--- src/sv/dpq_pkg.sv ---
// ----------------------------------------------------------------------------
// Deadline priority queue package
// Shared types and constants for the sorted chain of queue cells.
// ----------------------------------------------------------------------------
`default_nettype none

package dpq_pkg;

	localparam int DEPTH   = 16;
	localparam int CNT_W   = $clog2(DEPTH + 1);
	localparam int DL_W    = 31;
	localparam int TAG_W   = 16;
	localparam int CAT_W   = 4;
	localparam int OCC_W   = 5;
	localparam int KIND_W  = 2;
	localparam int STAT_W  = 2;

	typedef enum logic [KIND_W-1:0] {
		KIND_INSERT  = 2'd0,
		KIND_EXTRACT = 2'd1,
		KIND_DELETE  = 2'd2,
		KIND_NOP     = 2'd3
	} kind_t;

	typedef enum logic [STAT_W-1:0] {
		STAT_OK   = 2'd0,
		STAT_MISS = 2'd1,
		STAT_FULL = 2'd2
	} status_t;

	typedef struct packed {
		logic [DL_W-1:0]  deadline;
		logic [TAG_W-1:0] tag;
		logic [CAT_W-1:0] category;
	} entry_t;

	typedef struct packed {
		kind_t            op;
		logic [DL_W-1:0]  key;
		logic [TAG_W-1:0] tag;
		logic             en;
	} cell_ctrl_t;

endpackage

`default_nettype wire

--- src/sv/dpq_cell.sv ---
// ----------------------------------------------------------------------------
// Deadline priority queue cell
// Holds one task; when enabled, it may take a neighbor's task or the new one, as the operation requires.
// ----------------------------------------------------------------------------
`default_nettype none

module dpq_cell
	import dpq_pkg::*;
(
	input  wire        clk,
	input  wire cell_ctrl_t ctrl,
	input  wire entry_t     new_entry,
	input  wire        valid,
	input  wire entry_t     prev_entry,
	input  wire        prev_le,
	input  wire entry_t     next_entry,
	input  wire        match_in,
	output logic       le,
	output logic       match_out,
	output entry_t     entry
);

	entry_t entry_q;
	entry_t entry_nxt;
	logic   hit;

	always_comb begin
		hit       = valid && (entry_q.tag == ctrl.tag);
		le        = valid && (entry_q.deadline <= ctrl.key);
		match_out = match_in || hit;
		entry_nxt = entry_q;
		case (ctrl.op)
			KIND_INSERT: begin
				if (le) begin
					entry_nxt = entry_q;
				end else if (prev_le) begin
					entry_nxt = new_entry;
				end else begin
					entry_nxt = prev_entry;
				end
			end
			KIND_EXTRACT: begin
				entry_nxt = next_entry;
			end
			KIND_DELETE: begin
				if (match_out) begin
					entry_nxt = next_entry;
				end
			end
			default: begin
				entry_nxt = entry_q;
			end
		endcase
	end

	always_ff @(posedge clk) begin
		if (ctrl.en) begin
			entry_q <= entry_nxt;
		end
	end

	assign entry = entry_q;

endmodule

`default_nettype wire

--- src/sv/deadline_priority_queue.sv ---
// Each result is registered into the output register when its transaction is accepted.
// Throughput: one operation per cycle while in_stall is low; every cell updates in parallel in a single step.
// The input stalls only while a finished result waits and the output is stalled.
// Reset clears the task count and the output valid; cell contents are not cleared.
// ----------------------------------------------------------------------------
// Deadline priority queue
// Sorted chain of cells holding tasks in ascending deadline order.
// ----------------------------------------------------------------------------
`default_nettype none

module deadline_priority_queue
	import dpq_pkg::*;
(
	input  wire               clk,
	input  wire               arst_n,
	input  wire               in_valid,
	output logic              in_stall,
	input  wire  [KIND_W-1:0] kind,
	input  wire  [DL_W-1:0]   deadline,
	input  wire  [TAG_W-1:0]  name_tag,
	input  wire  [CAT_W-1:0]  category,
	output logic              out_valid,
	input  wire               out_stall,
	output logic [STAT_W-1:0] status,
	output logic [DL_W-1:0]   out_deadline,
	output logic [TAG_W-1:0]  out_name_tag,
	output logic [CAT_W-1:0]  out_category,
	output logic [OCC_W-1:0]  occupancy
);

	logic [CNT_W-1:0] count_q;
	logic [CNT_W-1:0] count_nxt;
	logic             out_valid_q;
	status_t          status_q;
	entry_t           out_entry_q;
	logic [OCC_W-1:0] occupancy_q;

	logic       accept;
	kind_t      op;
	logic       full;
	logic       empty;
	logic       found;
	logic       apply;
	status_t    status_nxt;
	entry_t     out_nxt;
	cell_ctrl_t ctrl;
	entry_t     new_entry;

	entry_t     entries [DEPTH];
	logic       le_vec  [DEPTH];
	logic       valid_vec [DEPTH];
	logic       match_chain [DEPTH+1];

	assign in_stall = out_valid_q && out_stall;
	assign accept   = in_valid && !in_stall;
	assign op       = kind_t'(kind);
	assign full     = (count_q == CNT_W'(DEPTH));
	assign empty    = (count_q == '0);
	assign found    = match_chain[DEPTH];

	assign new_entry.deadline = deadline;
	assign new_entry.tag      = name_tag;
	assign new_entry.category = category;

	always_comb begin
		apply      = 1'b0;
		status_nxt = STAT_OK;
		out_nxt    = '0;
		count_nxt  = count_q;
		case (op)
			KIND_INSERT: begin
				if (full) begin
					status_nxt = STAT_FULL;
				end else begin
					apply     = 1'b1;
					count_nxt = count_q + 1'b1;
				end
			end
			KIND_EXTRACT: begin
				if (empty) begin
					status_nxt = STAT_MISS;
				end else begin
					apply     = 1'b1;
					out_nxt   = entries[0];
					count_nxt = count_q - 1'b1;
				end
			end
			KIND_DELETE: begin
				if (found) begin
					apply     = 1'b1;
					count_nxt = count_q - 1'b1;
				end else begin
					status_nxt = STAT_MISS;
				end
			end
			default: begin
				apply = 1'b0;
			end
		endcase
	end

	assign ctrl.op  = op;
	assign ctrl.key = deadline;
	assign ctrl.tag = name_tag;
	assign ctrl.en  = accept && apply;

	assign match_chain[0] = 1'b0;

	for (genvar i = 0; i < DEPTH; i++) begin : g_cell
		entry_t prev_e;
		entry_t next_e;
		logic   prev_l;

		assign valid_vec[i] = (CNT_W'(i) < count_q);

		if (i == 0) begin : g_head
			assign prev_e = new_entry;
			assign prev_l = 1'b1;
		end else begin : g_body
			assign prev_e = entries[i-1];
			assign prev_l = le_vec[i-1];
		end

		if (i == DEPTH - 1) begin : g_tail
			assign next_e = entries[i];
		end else begin : g_inner
			assign next_e = entries[i+1];
		end

		dpq_cell u_cell (
			.clk        (clk),
			.ctrl       (ctrl),
			.new_entry  (new_entry),
			.valid      (valid_vec[i]),
			.prev_entry (prev_e),
			.prev_le    (prev_l),
			.next_entry (next_e),
			.match_in   (match_chain[i]),
			.le         (le_vec[i]),
			.match_out  (match_chain[i+1]),
			.entry      (entries[i])
		);
	end

	always_ff @(posedge clk or negedge arst_n) begin
		if (!arst_n) begin
			count_q     <= '0;
			out_valid_q <= 1'b0;
		end else begin
			if (accept) begin
				count_q     <= count_nxt;
				out_valid_q <= 1'b1;
			end else if (!out_stall) begin
				out_valid_q <= 1'b0;
			end
		end
	end

	always_ff @(posedge clk) begin
		if (accept) begin
			status_q    <= status_nxt;
			out_entry_q <= out_nxt;
			occupancy_q <= OCC_W'(count_nxt);
		end
	end

	assign out_valid    = out_valid_q;
	assign status       = status_q;
	assign out_deadline = out_entry_q.deadline;
	assign out_name_tag = out_entry_q.tag;
	assign out_category = out_entry_q.category;
	assign occupancy    = occupancy_q;

endmodule

`default_nettype wire

--- config.mk ---
export PLATFORM = sky130hd
export DESIGN_NAME = deadline_priority_queue
export DESIGN_NICKNAME = d
export VERILOG_FILES = /design/src/sv/dpq_pkg.sv /design/src/sv/dpq_cell.sv /design/src/sv/deadline_priority_queue.sv
export SDC_FILE = /design/constraint.sdc
export NUM_CORES = 2
export LEC_CHECK = 0
export ABC_AREA = 1
export BUFFER_PORTS_ARGS = -buffer_cell sky130_fd_sc_hd__buf_2
export CORE_UTILIZATION = 45
export DETAILED_ROUTE_END_ITERATION = 6
export GPL_ROUTABILITY_DRIVEN = 0
export GPL_TIMING_DRIVEN = 0
export SLEW_MARGIN = 0
export SYNTH_ARGS = -nofsm -noshare
export SYNTH_HDL_FRONTEND = slang
export SYNTH_HIERARCHICAL = 1
export SYNTH_SLANG_ARGS = --single-unit
export TNS_END_PERCENT = 10
--- constraint.sdc ---
create_clock -name clk -period 5.9 [get_ports clk]
set_input_delay 0.59 -clock clk [delete_from_list [all_inputs] [get_ports clk]]
set_output_delay 0.59 -clock clk [all_outputs]
set_load 0.05 [all_outputs]
* After elaboration in Yosys (flattened, before gate mapping) *
Cells that the tools add are included.

storage, ports and cells
  word-level logic and storage cells = 286
  bits of input ports = 57
  register bits after elaboration = 880
  output and inout bits = 60

operators by class
  reduce and logical (&&, ||, !) cells = 71
  muxes and demuxes = 74
  $add $sub $neg = 2
  bitwise gates (word level) = 2
  equality and inequality tests = 50
  order comparisons = 32

operator list
  kind                                                                 count
  51-bit 2-to-1 mux                                                    45
  51-bit case mux with 3 select lines                                  15
  31-bit less-or-equal comparator                                      16
  16-bit == test                                                       16
  4-bit AND reduction                                                  15
  4-bit by 5-bit < comparator with 1-bit output, first input constant  8
  1-bit logical AND                                                    35
  2-bit by 1-bit != test with 1-bit output, second input constant      16
  2-bit != test, second input constant                                 15
  3-bit by 5-bit < comparator with 1-bit output, first input constant  4
  1-bit logical OR                                                     15
  5-bit 2-to-1 mux                                                     3
  5-bit case mux with 3 select lines                                   1
  1-bit by 5-bit < comparator with 1-bit output, first input constant  2
  2-bit by 5-bit < comparator with 1-bit output, first input constant  2
  1-bit 2-to-1 mux                                                     7
  2-bit case mux with 3 select lines                                   1
  5-bit by 1-bit adder with 5-bit output, second input constant        1
  5-bit == test, second input constant                                 1
  5-bit zero test                                                      1
  5-bit by 1-bit subtractor with 5-bit output, second input constant   1
  1-bit case mux with 3 select lines                                   1
  3-bit AND reduction                                                  1
  3-bit nonzero test                                                   1
  other kinds (7)                                                      8

* Longest topological paths before layout *
  depth after elaboration = 21
  mapped depth = 47
  mapped depth without buffers = 46

* Modules after synthesis *
Netlist, hierarchy kept.

modules (own cells, without submodules)
  module                            times used  cells each  area each (um^2)
  dpq_cell at g_cell[0].u_cell ...  13          497         3,752.3
  dpq_cell at g_cell[7].u_cell ...  3           493         3,721.1
  deadline_priority_queue           1           284         2,854.0

* Worst setup path before layout *
Ideal clock, no wire load.

  path kind = flip-flop to flip-flop
  start = register out_valid_q, in the netlist out_valid
  end = register g_cell[15].u_cell.entry_q (netlist bit g_cell[15].u_cell/entry[0]), enable pin
  data arrival time = 5,069 ps
  setup slack = 426 ps
  required time = 5,495 ps
  period minus slack after synthesis = 5,474 ps
  setup time = 405 ps
  cell stages (with the launch flop) = 11
  path through = dfrtp_1 > nand2_1 > inv_1 > nor2_2 > inv_1 > a31oi_1 > o31a_1 > nand2_1 > inv_1 > nand2_1 > inv_1

RTL lines
  what                    RTL line                        RTL
  from (decl)             deadline_priority_queue.sv:33   logic out_valid_q;
  from (signal assigned)  deadline_priority_queue.sv:148  out_valid_q <= 1'b0;
  from (signal assigned)  deadline_priority_queue.sv:152  out_valid_q <= 1'b1;
  from (signal assigned)  deadline_priority_queue.sv:154  out_valid_q <= 1'b0;
  to (signal assigned)    dpq_cell.sv:58                  entry_q <= entry_nxt;
  to (decl)               dpq_cell.sv:23                  entry_t entry_q;

==> flow_metrics.tcl <==
set metrics [dict create \
    vias 53800 \
    fin_ws_ns 0.444 \
    path_class "reg -> reg" \
    multi_input_area_sq_mm 0.0310 \
    drc 0 \
    antenna_found_initial 1 \
    cts_buffers 105 \
    combPwrFrac_pct 33.4 \
    fill_cells 13600 \
    fin_crit_ns 5.46 \
    postSynthCellCount 8223 \
    internal_power_uw 13500 \
    endpoint "g_cell[11].u_cell/entry[32]" \
    swShare_pct 37.4 \
    root_buffer "clkbuf_16" \
    totalWireLength_microns 178000 \
    switching_power_uw 8050 \
    postLayoutCellArea_sq_mm 0.0695 \
    setup_viol 0 \
    power_frac_clock_pct 29.3 \
    placed_area_sq_mm 0.0661 \
    drv_slew 0 \
    slew_headroom_pct 27.7 \
    hold_path_class "in -> reg" \
    critPathSlowestCell "dfrtp_1" \
    finClkSkew_ns 0.0261 \
    num_io_pins 117 \
    core_sq_mm 0.138 \
    grt_pass1_vias 52500 \
    worstPathRequired_ns 6.30 \
    startpoint "count_q[1]" \
    cts_max_path_buffers 3 \
    port-buffer-count 116 \
    wl_per_cell_microns 17.1 \
    vias_per_cell 5.16 \
    fp.dieW_microns 376 \
    dp_hpwl_microns 145000 \
    outcome "complete, no violations" \
    drive_gt1_share_pct 5.16 \
    pre_cts_slack_ns -0.318 \
    grt_first_pass_wirelength_microns 281000 \
    p_leak_uw 0.0318 \
    reg2regPathDepth 46 \
    cap_violations 0 \
    fp-row-count 136 \
    start_util_pct 45.5 \
    die_height_microns 376 \
    clk_latency_ns 0.72 \
    arrival_ns 5.86 \
    syn-num-nets 8827 \
    critPathMaxFanout 31 \
    ant_nets 0 \
    vdd_drop_max_uv 248 \
    power.density_mw_per_mm2 310 \
    area_delta_synth_final_pct 10.7 \
    cpPeakStageDelay_ns 0.34 \
    min_period_over_period_pct 92.5 \
    worst_slew_pin_slew_ns 1.07 \
    synth_warnings 6 \
    clkTransAtPathRegs_ns 0.06 \
    grt-ovfl-total 0 \
    seqPwrFrac_pct 37.3 \
    reg2reg_to "g_cell[11].u_cell/entry[32]" \
    fin_nets 9074 \
    final_hold_viol_count 0 \
    crit_path_start_kind "flip-flop" \
    reg2reg_slack_ns 0.44 \
    h-tree-depth 3 \
    die_area_sq_mm 0.141 \
    synthesis.area_sq_mm 0.0628 \
    cp-end-kind "flip-flop" \
    max_freq_mhz 183 \
    avgSynthCellArea_sq_um 7.64 \
    drt_iter0_markers 4100 \
    first_pass_iters 7 \
    grtUsageTotal_pct 25.0 \
    reg2reg_from "count_q[1]" \
    grt_start_max_net_pins 50 \
    cts_sinks 880 \
    ff_latch_area_sq_mm 0.0264 \
    cts_tree "yes" \
    worst_path_most_repeated_cell "nand2_1" \
]
-- layer usage --
metal,vias up,GRT usage [%],part of all wire (%)
met3,302,2.31,4.2
li1,27700,-,-
met1,24500,32.9,45
met2,1343,42.7,47
met5,-,0,0
met4,0,9.23,3.9
-- worst min path at each step --
stage	slack, ns	start	end	depth (start not counted)
4_1_cts	0.05	out_stall	out_valid	3
6_report	0.09	out_stall	out_valid	3
2_1_floorplan	0.29	arst_n	count_q[0]	0
3_3_place_gp	0.48	out_valid	out_valid	2
3_5_place_dp	0.49	out_valid	out_valid	2
5_1_grt	0.09	in_valid	out_valid	3
-- stage by stage --
stage               utilization [%]  power [uW]  cells  TNS [ns]  hold slack [ns]
finish                         50.4       21600  10400         0           0.0911
detailed placement             47.9       15300  10200   -146.61            0.493
floorplan                         -       12900   8223         0            0.294
global route                   50.4       22900  10400     -1.86           0.0918
CTS                            50.3       21600  10400         0           0.0488
global placement               47.6       15000  10200  -1764.45            0.477
-- area by class of cell --
cell class,instances,area share (%)
Clock buffer,142,4.14
Timing Repair Buffer,140,1.44
Sequential cell,880,38.0
Antenna cell,2,0.00720
Clock inverter,49,0.607
Buffer,361,2.03
Multi-Input combinational cell,5905,44.6
Tap cell,1863,3.35
Inverter,1077,5.88
-- repair_timing --
action | CTS | global route
setup buffers | 0 | 4
hold buffers | 1 | 0
pin swaps | 0 | 3
endpoints found under the setup margin | 756 | 816
gates resized for setup | 4 | 35
hold endpoints to repair | 6 | 0
-- power by group through the flow --
stage	combinational, uW	clock (uW)	sequential, uW
after floorplan	4760	0	8180
final	7200	6310	8040
after global placement	6860	0	8180
after global routing	8130	6660	8090
after detailed placement	7090	0	8160
after CTS	7130	6460	8040
-- cells in the final DEF, fill, tap and decap left out, types with 17 or more instances in the layout --
cell type and count:
nand2_1 1830, a21oi_1 1780, nor2_1 1144, inv_1 1029, edfxtp_1 874, ha_1 547
clkbuf_1 357, buf_2 144, nand3_1 126, clkbuf_16 106, o21ai_0 91, xor2_1 60
xnor2_1 54, clkinv_1 51, nand4_1 50, nor2_2 45, a21o_2 26, nand2_2 19
buf_12 17
-- worst max-delay path, delay by kind of cell (launching register included) --
family                     cells  cell delay (ns)
buffers and inverters         20             1.89
AOI/OAI and AO/OA              4             0.95
adders and majority gates      1             0.27
DFF                            1             0.34
and+or+nand+nor               21             1.63
-- registers in the layout, indices dropped and copies added, names as in the netlist --
register	flops
status	2
out_category	4
out_valid	1
g_cell.u_cell/entry	816
out_name_tag	16
out_deadline	31
occupancy	5
count_q	5
(Power assumes the default switching activity.)
